## config.mk

```make
export PLATFORM = sky130hd
export DESIGN_NAME = utf8_accent_fold
export DESIGN_NICKNAME = d
export VERILOG_FILES = /design/src/sv/uaf_pkg.sv /design/src/sv/uaf_fold.sv /design/src/sv/uaf_out_queue.sv /design/src/sv/utf8_accent_fold.sv
export SDC_FILE = /design/constraint.sdc
export NUM_CORES = 1
export LEC_CHECK = 0
export ABC_CLOCK_PERIOD_IN_PS = 3180
export BUFFER_PORTS_ARGS = -buffer_cell sky130_fd_sc_hd__buf_4
export CAP_MARGIN = 0
export CORE_MARGIN = 2
export CORE_UTILIZATION = 45
export DETAILED_ROUTE_END_ITERATION = 8
export PLACE_DENSITY = 0.63
export SLEW_MARGIN = 40
export SYNTH_ARGS = -nofsm -noshare
export SYNTH_HDL_FRONTEND = slang
export SYNTH_SLANG_ARGS = --single-unit
```

## constraint.sdc

```tcl
create_clock -name clock -period 3.18 [get_ports clock]
set_input_delay 0.636 -clock clock [delete_from_list [all_inputs] [get_ports clock]]
set_output_delay 0.636 -clock clock [all_outputs]
set_load 0.005 [all_outputs]
```

## src/sv/uaf_pkg.sv

```systemverilog
// Shared types, constants and the accent fold table for the UTF-8 accent folder.
package uaf_pkg;

   localparam int unsigned BYTE_W  = 8;
   localparam int unsigned CHAR_W  = 7;
   localparam int unsigned COUNT_W = 10;
   localparam int unsigned SKIP_W  = 2;

   localparam logic [BYTE_W-1:0]  LEAD_C3     = 8'hC3;
   localparam logic [BYTE_W-1:0]  LEAD_4BYTE  = 8'hF0;
   localparam logic [BYTE_W-1:0]  LEAD_3BYTE  = 8'hE0;
   localparam logic [BYTE_W-1:0]  LEAD_2BYTE  = 8'hC0;
   localparam logic [BYTE_W-1:0]  ASCII_LIMIT = 8'h80;
   localparam logic [CHAR_W-1:0]  QMARK       = 7'h3F;
   localparam logic [CHAR_W-1:0]  TERM_CHAR   = 7'h00;
   localparam logic [COUNT_W-1:0] MAX_CHARS_RESET = 10'd255;

   localparam logic [SKIP_W-1:0] SKIP_4BYTE = 2'd3;
   localparam logic [SKIP_W-1:0] SKIP_3BYTE = 2'd2;
   localparam logic [SKIP_W-1:0] SKIP_2BYTE = 2'd1;
   localparam logic [SKIP_W-1:0] SKIP_NONE  = 2'd0;

   // Result queue geometry
   localparam int unsigned QDEPTH  = 4;
   localparam int unsigned QPTR_W  = $clog2(QDEPTH);
   localparam int unsigned QCNT_W  = $clog2(QDEPTH + 1);
   localparam logic [QCNT_W-1:0] QROOM_LIMIT = QCNT_W'(QDEPTH - 2);

   typedef struct packed {
      logic [CHAR_W-1:0] out_char;
      logic              out_last;
   } result_type;

   // Up to two results per item, both written into the queue in the same cycle
   typedef struct packed {
      logic [1:0] num;
      result_type r0;
      result_type r1;
   } push_type;

   // Plain letter for the second byte after 0xC3 (low six bits); 0 means no fold
   function automatic logic [CHAR_W-1:0] fold_letter(input logic [5:0] idx);
      logic [CHAR_W-1:0] ch;
      unique case (idx)
         6'd0, 6'd2, 6'd4:             ch = 7'h41; // A
         6'd7:                         ch = 7'h43; // C
         6'd8, 6'd9, 6'd10, 6'd11:     ch = 7'h45; // E
         6'd14, 6'd15:                 ch = 7'h49; // I
         6'd20, 6'd22:                 ch = 7'h4F; // O
         6'd25, 6'd27, 6'd28:          ch = 7'h55; // U
         6'd32, 6'd34, 6'd36:          ch = 7'h61; // a
         6'd39:                        ch = 7'h63; // c
         6'd40, 6'd41, 6'd42, 6'd43:   ch = 7'h65; // e
         6'd46, 6'd47:                 ch = 7'h69; // i
         6'd52, 6'd54:                 ch = 7'h6F; // o
         6'd57, 6'd59, 6'd60:          ch = 7'h75; // u
         6'd63:                        ch = 7'h79; // y
         default:                      ch = 7'h00;
      endcase
      return ch;
   endfunction

endpackage

```

## src/sv/uaf_fold.sv

```systemverilog
// Input register, sequence state and per-byte fold decode.
module uaf_fold import uaf_pkg::*; (
   input  logic                clock,
   input  logic                reset,
   input  logic                req_valid,
   output logic                req_ready,
   input  logic [BYTE_W-1:0]   req_in_byte,
   input  logic [COUNT_W-1:0]  max_chars,
   input  logic                room,
   output push_type            push
);

   logic                valid_ff, valid_in;
   logic [BYTE_W-1:0]   byte_ff;
   logic [SKIP_W-1:0]   skip_ff, skip_in;
   logic                after_c3_ff, after_c3_in;
   logic [COUNT_W-1:0]  emitted_ff, emitted_in;
   logic                advance;
   logic                has_room;
   logic [CHAR_W-1:0]   folded;

   assign advance   = valid_ff && room;
   assign req_ready = !valid_ff || room;
   assign valid_in  = req_ready ? req_valid : valid_ff;
   assign has_room  = emitted_ff < max_chars;
   assign folded    = fold_letter(byte_ff[5:0]);

   always_comb begin
      push         = '0;
      skip_in      = skip_ff;
      after_c3_in  = after_c3_ff;
      emitted_in   = emitted_ff;
      if (advance) begin
         priority if (byte_ff == '0) begin
            if (after_c3_ff && has_room) begin
               push.num = 2'd2;
               push.r0  = '{out_char: QMARK, out_last: 1'b0};
               push.r1  = '{out_char: TERM_CHAR, out_last: 1'b1};
            end else begin
               push.num = 2'd1;
               push.r0  = '{out_char: TERM_CHAR, out_last: 1'b1};
            end
            skip_in     = SKIP_NONE;
            after_c3_in = 1'b0;
            emitted_in  = '0;
         end else if (after_c3_ff) begin
            after_c3_in = 1'b0;
            if (has_room) begin
               push.num = 2'd1;
               push.r0.out_char =
                  (byte_ff[7:6] == 2'b10 && folded != '0) ? folded : QMARK;
               emitted_in = emitted_ff + 1'b1;
            end
         end else if (skip_ff != SKIP_NONE) begin
            skip_in = skip_ff - 1'b1;
         end else if (!has_room) begin
            // max_chars reached: byte dropped until the terminator
         end else if (byte_ff < ASCII_LIMIT) begin
            push.num = 2'd1;
            push.r0.out_char = byte_ff[CHAR_W-1:0];
            emitted_in = emitted_ff + 1'b1;
         end else if (byte_ff == LEAD_C3) begin
            after_c3_in = 1'b1;
         end else begin
            priority if (byte_ff >= LEAD_4BYTE) skip_in = SKIP_4BYTE;
            else if (byte_ff >= LEAD_3BYTE)     skip_in = SKIP_3BYTE;
            else if (byte_ff >= LEAD_2BYTE)     skip_in = SKIP_2BYTE;
            else                                skip_in = SKIP_NONE;
            push.num = 2'd1;
            push.r0.out_char = QMARK;
            emitted_in = emitted_ff + 1'b1;
         end
      end
   end

   always_ff @(posedge clock) begin
      if (reset) begin
         valid_ff    <= 1'b0;
         skip_ff     <= SKIP_NONE;
         after_c3_ff <= 1'b0;
         emitted_ff  <= '0;
      end else begin
         valid_ff    <= valid_in;
         skip_ff     <= skip_in;
         after_c3_ff <= after_c3_in;
         emitted_ff  <= emitted_in;
      end
   end

   always_ff @(posedge clock) begin
      if (req_ready) begin
         byte_ff <= req_in_byte;
      end
   end

endmodule

```

## src/sv/uaf_out_queue.sv

```systemverilog
// Small result queue: takes up to two results a cycle, hands out one.
module uaf_out_queue import uaf_pkg::*; (
   input  logic               clock,
   input  logic               reset,
   input  push_type           push,
   output logic               room,
   output logic               rsp_valid,
   input  logic               rsp_ready,
   output logic [CHAR_W-1:0]  rsp_out_char,
   output logic               rsp_out_last
);

   result_type          entry_ff [QDEPTH];
   logic [QPTR_W-1:0]   wr_ptr_ff, wr_ptr_in;
   logic [QPTR_W-1:0]   rd_ptr_ff, rd_ptr_in;
   logic [QCNT_W-1:0]   count_ff, count_in;
   logic [QPTR_W-1:0]   wr_ptr_next;
   logic                pop;

   assign pop          = rsp_valid && rsp_ready;
   assign rsp_valid    = count_ff != '0;
   assign rsp_out_char = entry_ff[rd_ptr_ff].out_char;
   assign rsp_out_last = entry_ff[rd_ptr_ff].out_last;
   // room for two more results regardless of this cycle's pop
   assign room         = count_ff <= QROOM_LIMIT;
   assign wr_ptr_next  = wr_ptr_ff + 1'b1;

   assign wr_ptr_in = wr_ptr_ff + QPTR_W'(push.num);
   assign rd_ptr_in = pop ? rd_ptr_ff + 1'b1 : rd_ptr_ff;
   assign count_in  = count_ff + QCNT_W'(push.num) - QCNT_W'(pop);

   always_ff @(posedge clock) begin
      if (reset) begin
         wr_ptr_ff <= '0;
         rd_ptr_ff <= '0;
         count_ff  <= '0;
      end else begin
         wr_ptr_ff <= wr_ptr_in;
         rd_ptr_ff <= rd_ptr_in;
         count_ff  <= count_in;
      end
   end

   always_ff @(posedge clock) begin
      if (push.num != 2'd0) begin
         entry_ff[wr_ptr_ff] <= push.r0;
      end
      if (push.num == 2'd2) begin
         entry_ff[wr_ptr_next] <= push.r1;
      end
   end

endmodule

```

## src/sv/utf8_accent_fold.sv

```systemverilog
// UTF-8 to ASCII accent folder: top level with the max_chars register.
// Bytes go from the input register to the result queue. Throughput: one byte
// per cycle while the queue has room; a terminator after a 0xC3 lead gives
// two results below max_chars, which leave the four-entry queue one per cycle.
// Reset: sequence state, count and queue cleared; max_chars set to 255.
module utf8_accent_fold import uaf_pkg::*; (
   input  logic               clock,
   input  logic               reset,
   input  logic               req_valid,
   output logic               req_ready,
   input  logic [BYTE_W-1:0]  req_in_byte,
   output logic               rsp_valid,
   input  logic               rsp_ready,
   output logic [CHAR_W-1:0]  rsp_out_char,
   output logic               rsp_out_last,
   input  logic               csr_valid,
   output logic               csr_ready,
   input  logic [COUNT_W-1:0] csr_max_chars
);

   logic [COUNT_W-1:0] max_chars_ff, max_chars_in;
   logic               room;
   push_type           push;

   assign csr_ready    = 1'b1;
   assign max_chars_in = (csr_valid && csr_ready) ? csr_max_chars : max_chars_ff;

   always_ff @(posedge clock) begin
      if (reset) begin
         max_chars_ff <= MAX_CHARS_RESET;
      end else begin
         max_chars_ff <= max_chars_in;
      end
   end

   uaf_fold u_fold (
      .clock       (clock),
      .reset       (reset),
      .req_valid   (req_valid),
      .req_ready   (req_ready),
      .req_in_byte (req_in_byte),
      .max_chars   (max_chars_ff),
      .room        (room),
      .push        (push)
   );

   uaf_out_queue u_queue (
      .clock        (clock),
      .reset        (reset),
      .push         (push),
      .room         (room),
      .rsp_valid    (rsp_valid),
      .rsp_ready    (rsp_ready),
      .rsp_out_char (rsp_out_char),
      .rsp_out_last (rsp_out_last)
   );

endmodule
```

# Word-level counts from Yosys, hierarchy flattened

Memories as Yosys holds them, arrays and structs flattened. A register that Yosys moved wholly into a read port is not among the register bits.
Cells that the tools add are included.

Flip-flop bits (word level): 39
ROM bits: 448
Memories kept: 2
RAM bits: 32
Bits in latches: 0
Output and inout port bits: 11
Word-level logic and storage cells: 88

Multiply operators: 0
Shift operators: 0
Bitwise gates (word level): 0
$lt $le $gt $ge: 6
Eq/ne operators: 8
$add $sub $neg: 7
Div/mod/pow operators: 0
Muxes and demuxes: 41
Reduce and logical (&&, ||, !) cells: 15

Memories:

| memory           | words | width | rd ports | clocked after memory_dff | wr ports | line                | RTL |
|---|---|---|---|---|---|---|---|
| (no name shown)  | 64    | 7     | 1        | 1                        | 0        | uaf_pkg.sv:44       | `unique case (idx)` |
| u_queue.entry_ff | 4     | 8     | 1        | 1                        | 2        | uaf_out_queue.sv:13 | `result_type entry_ff [QDEPTH];` |

Operators with widths:

| operator              | count |
|---|---|
| $mux 10               | 8 |
| $mux 9                | 6 |
| $ge 8x8->1 const B    | 3 |
| $mux 2                | 10 |
| $mux 18               | 1 |
| $mux 8                | 2 |
| $mux 1                | 12 |
| $add 10x1->10 const B | 1 |
| $lt 10x10->1          | 1 |
| $ne 3x1->1 const B    | 3 |
| $eq 8x8->1 const B    | 1 |
| $logic_not 8->1       | 1 |
| $lt 8x8->1 const B    | 1 |
| $mux 7                | 1 |
| $reduce_bool 7->1     | 1 |
| $mux 6                | 1 |
| $reduce_bool 2->1     | 3 |
| $reduce_bool 3->1     | 2 |
| $reduce_and 5->1      | 1 |
| $add 2x1->2 const B   | 2 |
| $eq 2x2->1 const B    | 2 |
| $logic_and 1x1->1     | 4 |
| $ne 4x1->1 const B    | 1 |
| $reduce_and 4->1      | 1 |
| other kinds (8)       | 8 |

# Depth between registers and ports, before layout

Gate-level depths: netlist (run 1).

Depth after elaboration: 11
Mapped depth: 13

# Cells and area by module

From an unflattened synthesis (run 1), not the netlist that was laid out.

Cell total of the unflattened synthesis: 398
Area total of the unflattened synthesis: 4375.4 um^2

Modules (own cells, without submodules):

| module           | area each (um^2) | times used | cells each | seq. area each (um^2) |
|---|---|---|---|---|
| uaf_out_queue    | 2065.7           | 1          | 129        | 1141.1 |
| uaf_fold         | 1925.6           | 1          | 235        | 640.6 |
| utf8_accent_fold | 384.1            | 1          | 34         | 200.2 |

# Least setup slack after synthesis (run 1)

No wires, ideal clock.

Kind: register to register
From: register max_chars_ff[7]
To: register u_queue.count_ff[1]
Arrival time: 2605 ps
Slack: 448 ps
Period minus slack after synthesis: 2732 ps
Cell stages (with the launch flop): 13
Data required time: 3053 ps
Cell sequence: dfxtp_1 > inv_1 > ha_1 > a211oi_2 > o211ai_1 > a211oi_1 > o21ai_2 > and2_4 > buf_6 > a41oi_1 > ha_1 > fa_1 > nor2b_1

Cells in the longest elaborated chain, start to end: 8
Elaborated cells between the ends (all ways): 11
Those cells by class: add/sub (2); order compare (1); mux (7); reduce/logical (1)

RTL lines:

| element                 | line                   | RTL |
|---|---|---|
| from (decl)             | utf8_accent_fold.sv:21 | `logic [COUNT_W-1:0] max_chars_ff, max_chars_in;` |
| from (signal assigned)  | utf8_accent_fold.sv:32 | `max_chars_ff <= max_chars_in;` |
| $lt 10x10->1 *          | uaf_fold.sv:25         | `assign has_room = emitted_ff < max_chars;` |
| $mux 9                  | uaf_fold.sv:56         | `end else if (!has_room) begin` |
| $mux 9                  | uaf_fold.sv:54         | `end else if (skip_ff != SKIP_NONE) begin` |
| $mux 9                  | uaf_fold.sv:46         | `end else if (after_c3_ff) begin` |
| $mux 9 *                | uaf_fold.sv:34         | `priority if (byte_ff == '0) begin` |
| $mux 18 *               | uaf_fold.sv:33         | `if (advance) begin` |
| $add 3x2->3 *           | uaf_out_queue.sv:30    | `assign count_in = count_ff + QCNT_W'(push.num) - QCNT_W'(pop);` |
| $sub 3x1->3 *           | uaf_out_queue.sv:30    |  |
| net u_queue.count_in[1] | uaf_out_queue.sv:16    | `logic [QCNT_W-1:0] count_ff, count_in;` |
| to (signal assigned)    | uaf_out_queue.sv:40    | `count_ff <= count_in;` |
| to (decl)               | uaf_out_queue.sv:16    |  |

Mark *: on every way through the listed nets, which the timed path passes. The rest lies on a longest branch.
A chain may end at the register's enable or synchronous reset.

# Final worst setup path (run 1)

From: register u_fold.byte_ff[2]
To: register u_queue.count_ff[2]

Cells in the longest elaborated chain, start to end: 10
Elaborated cells between the ends (all ways): 12
Those cells by class: add/sub (2); order compare (1); eq/ne (1); mux (7); reduce/logical (1)

RTL lines:

| element                                            | line                | RTL |
|---|---|---|
| from (decl)                                        | uaf_fold.sv:14      | `logic [BYTE_W-1:0] byte_ff;` |
| from (signal assigned)                             | uaf_fold.sv:92      | `byte_ff <= req_in_byte;` |
| branches (longest 6 deep; another with $lt 8x8->1) | --                  |  |
| $mux 9 *                                           | uaf_fold.sv:34      |  |
| $mux 18 *                                          | uaf_fold.sv:33      |  |
| $add 3x2->3 *                                      | uaf_out_queue.sv:30 |  |
| $sub 3x1->3 *                                      | uaf_out_queue.sv:30 |  |

Every way passes the cells marked *.

==> results of run 1 <==
## cell type report
class	count	area share (%)
multi-input combinational	300	47.61
timing repair buffer	38	6.186
clock inverter	6	1.194
tap	108	2.930
clock buffer	10	3.228
inverter	24	1.953
sequential	79	36.90
## state kept, by name (all words and copies together) (netlist names), named ones only
name                flops
u_queue.wr_ptr_ff       2
u_fold.valid_ff         1
u_queue.rd_ptr_ff       2
u_queue.count_ff        3
u_queue.entry_ff       32
u_fold.byte_ff          8
u_fold.skip_ff          2
u_fold.after_c3_ff      1
u_fold.emitted_ff      10
u_fold.folded           6
max_chars_ff           10
## worst register-to-register path, stage by stage, from the launching register on
cell and delay, ns:
edfxtp_1 0.44, or4_4 0.61, o21ai_0 0.31, a211oi_2 0.13, o21ai_2 0.15, and2_4 0.26
a41oi_1 0.10, ha_1 0.26, fa_1 0.37, xnor2_1 0.16, nor2_1 0.06
## cells by family (layout without fill, tap and decap cells)
logic type	Yosys count	after routing	share of synthesized area [%]
muxes	40	40	12.38
adders and majority gates	17	17	5.407
DFF	79	79	41.78
buffers and inverters	42	78	4.516
and+or+nand+nor	137	137	17.57
xor gates and xnor gates	8	8	1.720
AOI/OAI and AO/OA	97	97	16.53
other	1	1	0.09208
## final timing paths
check	slack [ns]	endpoint
max	0.22	u_queue.count_ff[2]
min	0.45	u_fold.byte_ff[7]
min reg2reg	0.47	u_queue.entry_ff[0][5]
max reg2reg	0.22	u_queue.count_ff[2]
## layer usage
layer	vias up	wire length [um]	GRT usage (%)
li1	1591	-	-
met1	1524	4378	26.76
met2	59	4156	30.46
met3	6	271	3.935
met4	0	72	5.058
met5	-	0	0
## power by group through the flow
stage               clock (mW)  sequential [mW]  combinational, mW
global route             0.825             1.38              0.950
floorplan                    0             1.30              0.639
detailed placement           0             1.37              0.843
global placement             0             1.37              0.819
CTS                      0.783             1.35              0.847
finish                   0.772             1.35              0.839
## cells in the final DEF, fill, tap and decap left out, types with 5 or more instances in the layout
cell and instances:
dfxtp_1 67, nand2_1 43, buf_4 38, mux2i_1 29
nor2_1 29, inv_1 23, o21ai_0 22, a21oi_1 16
ha_1 16, o2bb2ai_1 12, edfxtp_1 12, nand4_1 9
o211ai_1 9, clkbuf_8 9, mux4_2 8, nor3_1 8
nor2b_1 8, nand2b_1 7, nand3_1 6, xnor2_1 5
a22o_1 5
## stage by stage
step | total power [mW] | setup slack [ns] | util, % | instances | hold WS [ns]
floorplan | 1.936 | 0.4480 | - | 421 | 0.4216
detailed placement | 2.217 | 0.2028 | 50.24 | 549 | 0.4434
global placement | 2.187 | 0.2931 | 50.20 | 549 | 0.4398
global route | 3.155 | 0.02975 | 52.63 | 565 | 0.4431
finish | 2.963 | 0.2153 | 52.63 | 565 | 0.4541
CTS | 2.983 | 0.1541 | 52.57 | 565 | 0.4445
## what timing repair did
item                                    4_1_cts  5_1_grt
resized for setup                             0        1
endpoints found under the setup margin        0        1
hold buffers                                  0        0
==> reports/metrics.cfg, run 1 <==
[placement]
dp_hpwl_mm = 6.478
dpl_cell_area_um2 = 4403
portBuffers = 32
gp_congestion = 0.8464

[yosys]
ys.flop_type = dfxtp_1
yosysWarnings = 0
synth_top_cell_area_share_pct = 32.93
syn_nets = 461
ys_top_cells_by_count = 67 x dfxtp_1, 43 x nand2_1, 29 x mux2i_1, 29 x nor2_1, 23 x inv_1
netlist_area_um2 = 4073
seq_area_frac_synth_pct = 41.78
async_flop_share_pct = 0
synthTopCellsByArea = dfxtp_1 33%, edfxtp_1 8.8%, mux2i_1 7.1%
yosysMostFrequentCell = dfxtp_1
synth_edf_count = 12
synth_top_area_cell = dfxtp_1
synthCells = 421
avgSynthCellArea_um2 = 9.674
ys_seq_elements = 79
synth_cell_types = 63

[worst_setup_path]
critical_path.max_stage_delay_ns = 0.61
crit_start = u_fold.byte_ff[2]
cp_slowest_cell = or4_4
startpoint_type = register
worst_setup_path_end_kind = register
path_depth = 10
timing.rr.start = u_fold.byte_ff[2]
crit_chain = or4_4, o21ai_0, a211oi_2, o21ai_2, and2_4, a41oi_1, ha_1, fa_1, xnor2_1, nor2_1
crit_buf_inv = 0
crit_required_ns = 3.42
crit_arrival_ns = 3.20
cp_max_fo = 10
r2r_cells = 10
crit_type = reg -> reg
cp_top_family = simple AND/OR/NAND/NOR gates

[drt]
vias = 3180
wl_mm = 8.878
first_pass_iters = 5
via_per_inst = 5.628
drt_iter0_markers = 119
wire_per_inst_um = 15.71
final_antenna_net_count = 0
drc = 0

[pwr]
p_sw_share_pct = 32.19
seq_power_share_pct = 45.6
power_density_nw_per_um2 = 642.5
leakage_nw = 1.995
p_clk_share_pct = 26.1
comb_power_share_pct = 28.3
p_int_mw = 2.010
switchingPower_mw = 0.9538
vdd_drop_max_v = 0.0003923

[clocking]
clockRootBuffer = clkbuf_8
path_clk_slew_ns = 0.09
h-tree-depth = 3
cts_setup_buffers = 0
cts_tree = built
clkLatencyLatePin_ns = 0.35
numCtsBuffers = 9
cts.sinks = 79
cts_max_path_buffers = 2

[sta]
worstMarginPinSlew_ns = 0.7473
min_period_ns = 2.965
slew_violations = 0
setup-tns-final_ns = 0
setup-violations-final = 0
slew_headroom_pct = 49.48
fmax_mhz = 337.3
hold_viol = 0
rsz0062_at_grt = no
fin_skew_ns = 0.01038
fin_crit_sh_pct = 93.23

[global_routing]
antenna_found_initial = 0
grt_use_total_pct = 19.15
overflow = 0
grt_first_pass_wirelength_mm = 15.10
grt_pass1_vias = 3071
grt_max_degree = 20

[final_layout]
nets = 492
design_area_um2 = 4612
final-seq-area_um2 = 1702
drive_gt1_share_pct = 17.51
synthToLayoutAreaGrowth_pct = 13.24
n_fill_cell = 829
n_antenna_cell = 0
multiInputGateArea_um2 = 2196

[floorplanning]
die_area_um2 = 9828
pin_count = 34
fp.dieW_um = 99.14
rows = 34
dieHeight_um = 99.14
core_area_um2 = 8763
start_util_pct = 46.47

[worst_hold_path]
min-delay-start = req_in_byte[7]
worstHoldPathCells = 1
hold_class = in -> reg

[status]
status = finished clean

[flow_run]
maxCapViolations = 0

Power figures use the tool's default switching activity.
==> run 2, diff against run 1 <==
--- a/config.mk
+++ b/config.mk
@@ -12,6 +12,7 @@
 export CORE_UTILIZATION = 45
 export DETAILED_ROUTE_END_ITERATION = 8
 export PLACE_DENSITY = 0.63
+export RECOVER_POWER = 100
 export SLEW_MARGIN = 40
 export SYNTH_ARGS = -nofsm -noshare
 export SYNTH_HDL_FRONTEND = slang
==> run 2 against run 1 <==
Worst setup slack improved by 0.011 ns. Final cell count stayed put. Via count about the same. Highest routed layer unchanged. Sequential power is essentially flat. Non-clock buffer count unchanged.
==> reports/metrics.cfg, run 2 (synthesis gave the netlist of run 1 again) <==
[clocking]
clockRootBuffer = clkbuf_8
cts_tree = built
clkLatencyLatePin_ns = 0.35
h-tree-depth = 3
cts_max_path_buffers = 2
numCtsBuffers = 9
cts_setup_buffers = 0
cts.sinks = 79
path_clk_slew_ns = 0.10

[global_routing]
grt_use_total_pct = 19.15
grt_max_degree = 20
grt_first_pass_wirelength_mm = 15.10
grt_pass1_vias = 3071
antenna_found_initial = 0
overflow = 0

[worst_setup_path]
crit_arrival_ns = 3.19
reg2reg_to = u_queue.count_ff[2]
startpoint_type = register
worst_setup_path_end_kind = register
rrSetupSlack_ns = 0.23
cp_max_fo = 10
crit_required_ns = 3.42
crit_type = reg -> reg
timing.rr.start = u_fold.byte_ff[2]
r2r_cells = 10

[pwr]
leakage_nw = 1.960
vdd_drop_max_v = 0.0003919
power_density_nw_per_um2 = 643.0
fin_total_pwr_mw = 2.944

[floorplanning]
pin_count = 34
start_util_pct = 46.47
rows = 34
fp.dieW_um = 99.14
core_area_um2 = 8763
dieHeight_um = 99.14
die_area_um2 = 9828

[drt]
wl_mm = 8.884
final_antenna_net_count = 0
drt_iter0_markers = 97
first_pass_iters = 4
via_per_inst = 5.632
drc = 0
vias = 3182
wire_per_inst_um = 15.72

[sta]
rsz0062_at_grt = no
hold_slack_ns = 0.4671
slew_violations = 0
setup-tns-final_ns = 0
slew_headroom_pct = 39.23
fin_skew_ns = 0.01166
min_period_ns = 2.954
worstMarginPinSlew_ns = 0.9115
hold_viol = 0
setup-violations-final = 0
fin_crit_sh_pct = 92.88
fmax_mhz = 338.6

[final_layout]
final_cells = 565
regMostFlops = u_queue.entry_ff
synthToLayoutAreaGrowth_pct = 12.41
nets = 492
top_regs = u_queue.entry_ff (32), max_chars_ff (10), u_fold.emitted_ff (10)
final_core_util_pct = 52.24
largest_reg_flops = 32
n_antenna_cell = 0
n_fill_cell = 837
drive_gt1_share_pct = 15.75
mostFrequentLayoutCells = 67 x dfxtp_1, 43 x nand2_1, 29 x mux2i_1, 29 x nor2_1, 23 x inv_1
layout_commonest_cell = dfxtp_1

[worst_hold_path]
worstHoldPathCells = 2
hold_class = reg -> reg
min-delay-start = u_queue.entry_ff[0][5]
holdPathEnd = u_queue.entry_ff[0][5]

[status]
status = finished clean

[placement]
gp_congestion = 0.8464
dp_hpwl_mm = 6.478
place_inst = 549
portBuffers = 32

[flow_run]
maxCapViolations = 0

## run 2: worst max-delay path by stage
stage / to / slack, ns / from / cells past startpoint
after floorplan: u_queue.count_ff[1] / 0.45 / max_chars_ff[7] / 12
final: u_queue.count_ff[2] / 0.23 / u_fold.byte_ff[2] / 10
after CTS: u_queue.count_ff[1] / 0.15 / max_chars_ff[7] / 11
after global routing: u_queue.count_ff[2] / 0.03 / u_fold.byte_ff[2] / 10
after global placement: u_queue.count_ff[1] / 0.29 / max_chars_ff[7] / 11
after detailed placement: u_queue.count_ff[1] / 0.20 / max_chars_ff[7] / 11
## run 2: timing repair
item                       in CTS  in global routing
gates resized for setup         0                  1
hold buffers                    0                  0
setup endpoints to repair       0                  1
## run 2: through the flow
step | instance area, um2 | setup WS [ns]
3_5_place_dp | 4403 | 0.2028
4_1_cts | 4607 | 0.1541
6_report | 4578 | 0.2263
5_1_grt | 4578 | 0.02975
3_3_place_gp | 4399 | 0.2931
2_1_floorplan | 4073 | 0.4480
## run 2: final cells by class
cell class              instances  area [um2]  area share, %
clock buffers                  10       148.9          3.252
clock inverters                 6       55.05          1.203
inverters                      24       90.09          1.968
multi-input cells             300        2185          47.72
flip-flops and latches         79        1702          37.17
well taps                     108       135.1          2.952
repair buffers                 38       262.8          5.739
## run 2: metal layers
| metal | wire [um] | track usage (%) | vias to the layer above |
|---|---|---|---|
| met4 | 74 | 5.058 | 0 |
| met2 | 4084 | 30.46 | 68 |
| li1 | - | - | 1591 |
| met3 | 319 | 3.935 | 8 |
| met5 | 0 | 0 | - |
| met1 | 4406 | 26.76 | 1515 |
## run 2: where the power goes
group	total, mW	switching, mW	internal, mW
clock network	0.770	0.420	0.350
logic	0.822	0.378	0.444
registers	1.35	0.149	1.20
## run 2: critical path, stage by stage (launching register included)
cell and delay, ns:
edfxtp_1 0.44, or4_4 0.61, o21ai_0 0.30, a211oi_2 0.13
o21ai_2 0.15, and2_4 0.26, a41oi_1 0.09, ha_1 0.26
fa_1 0.37, xnor2_1 0.16, nor2_1 0.05
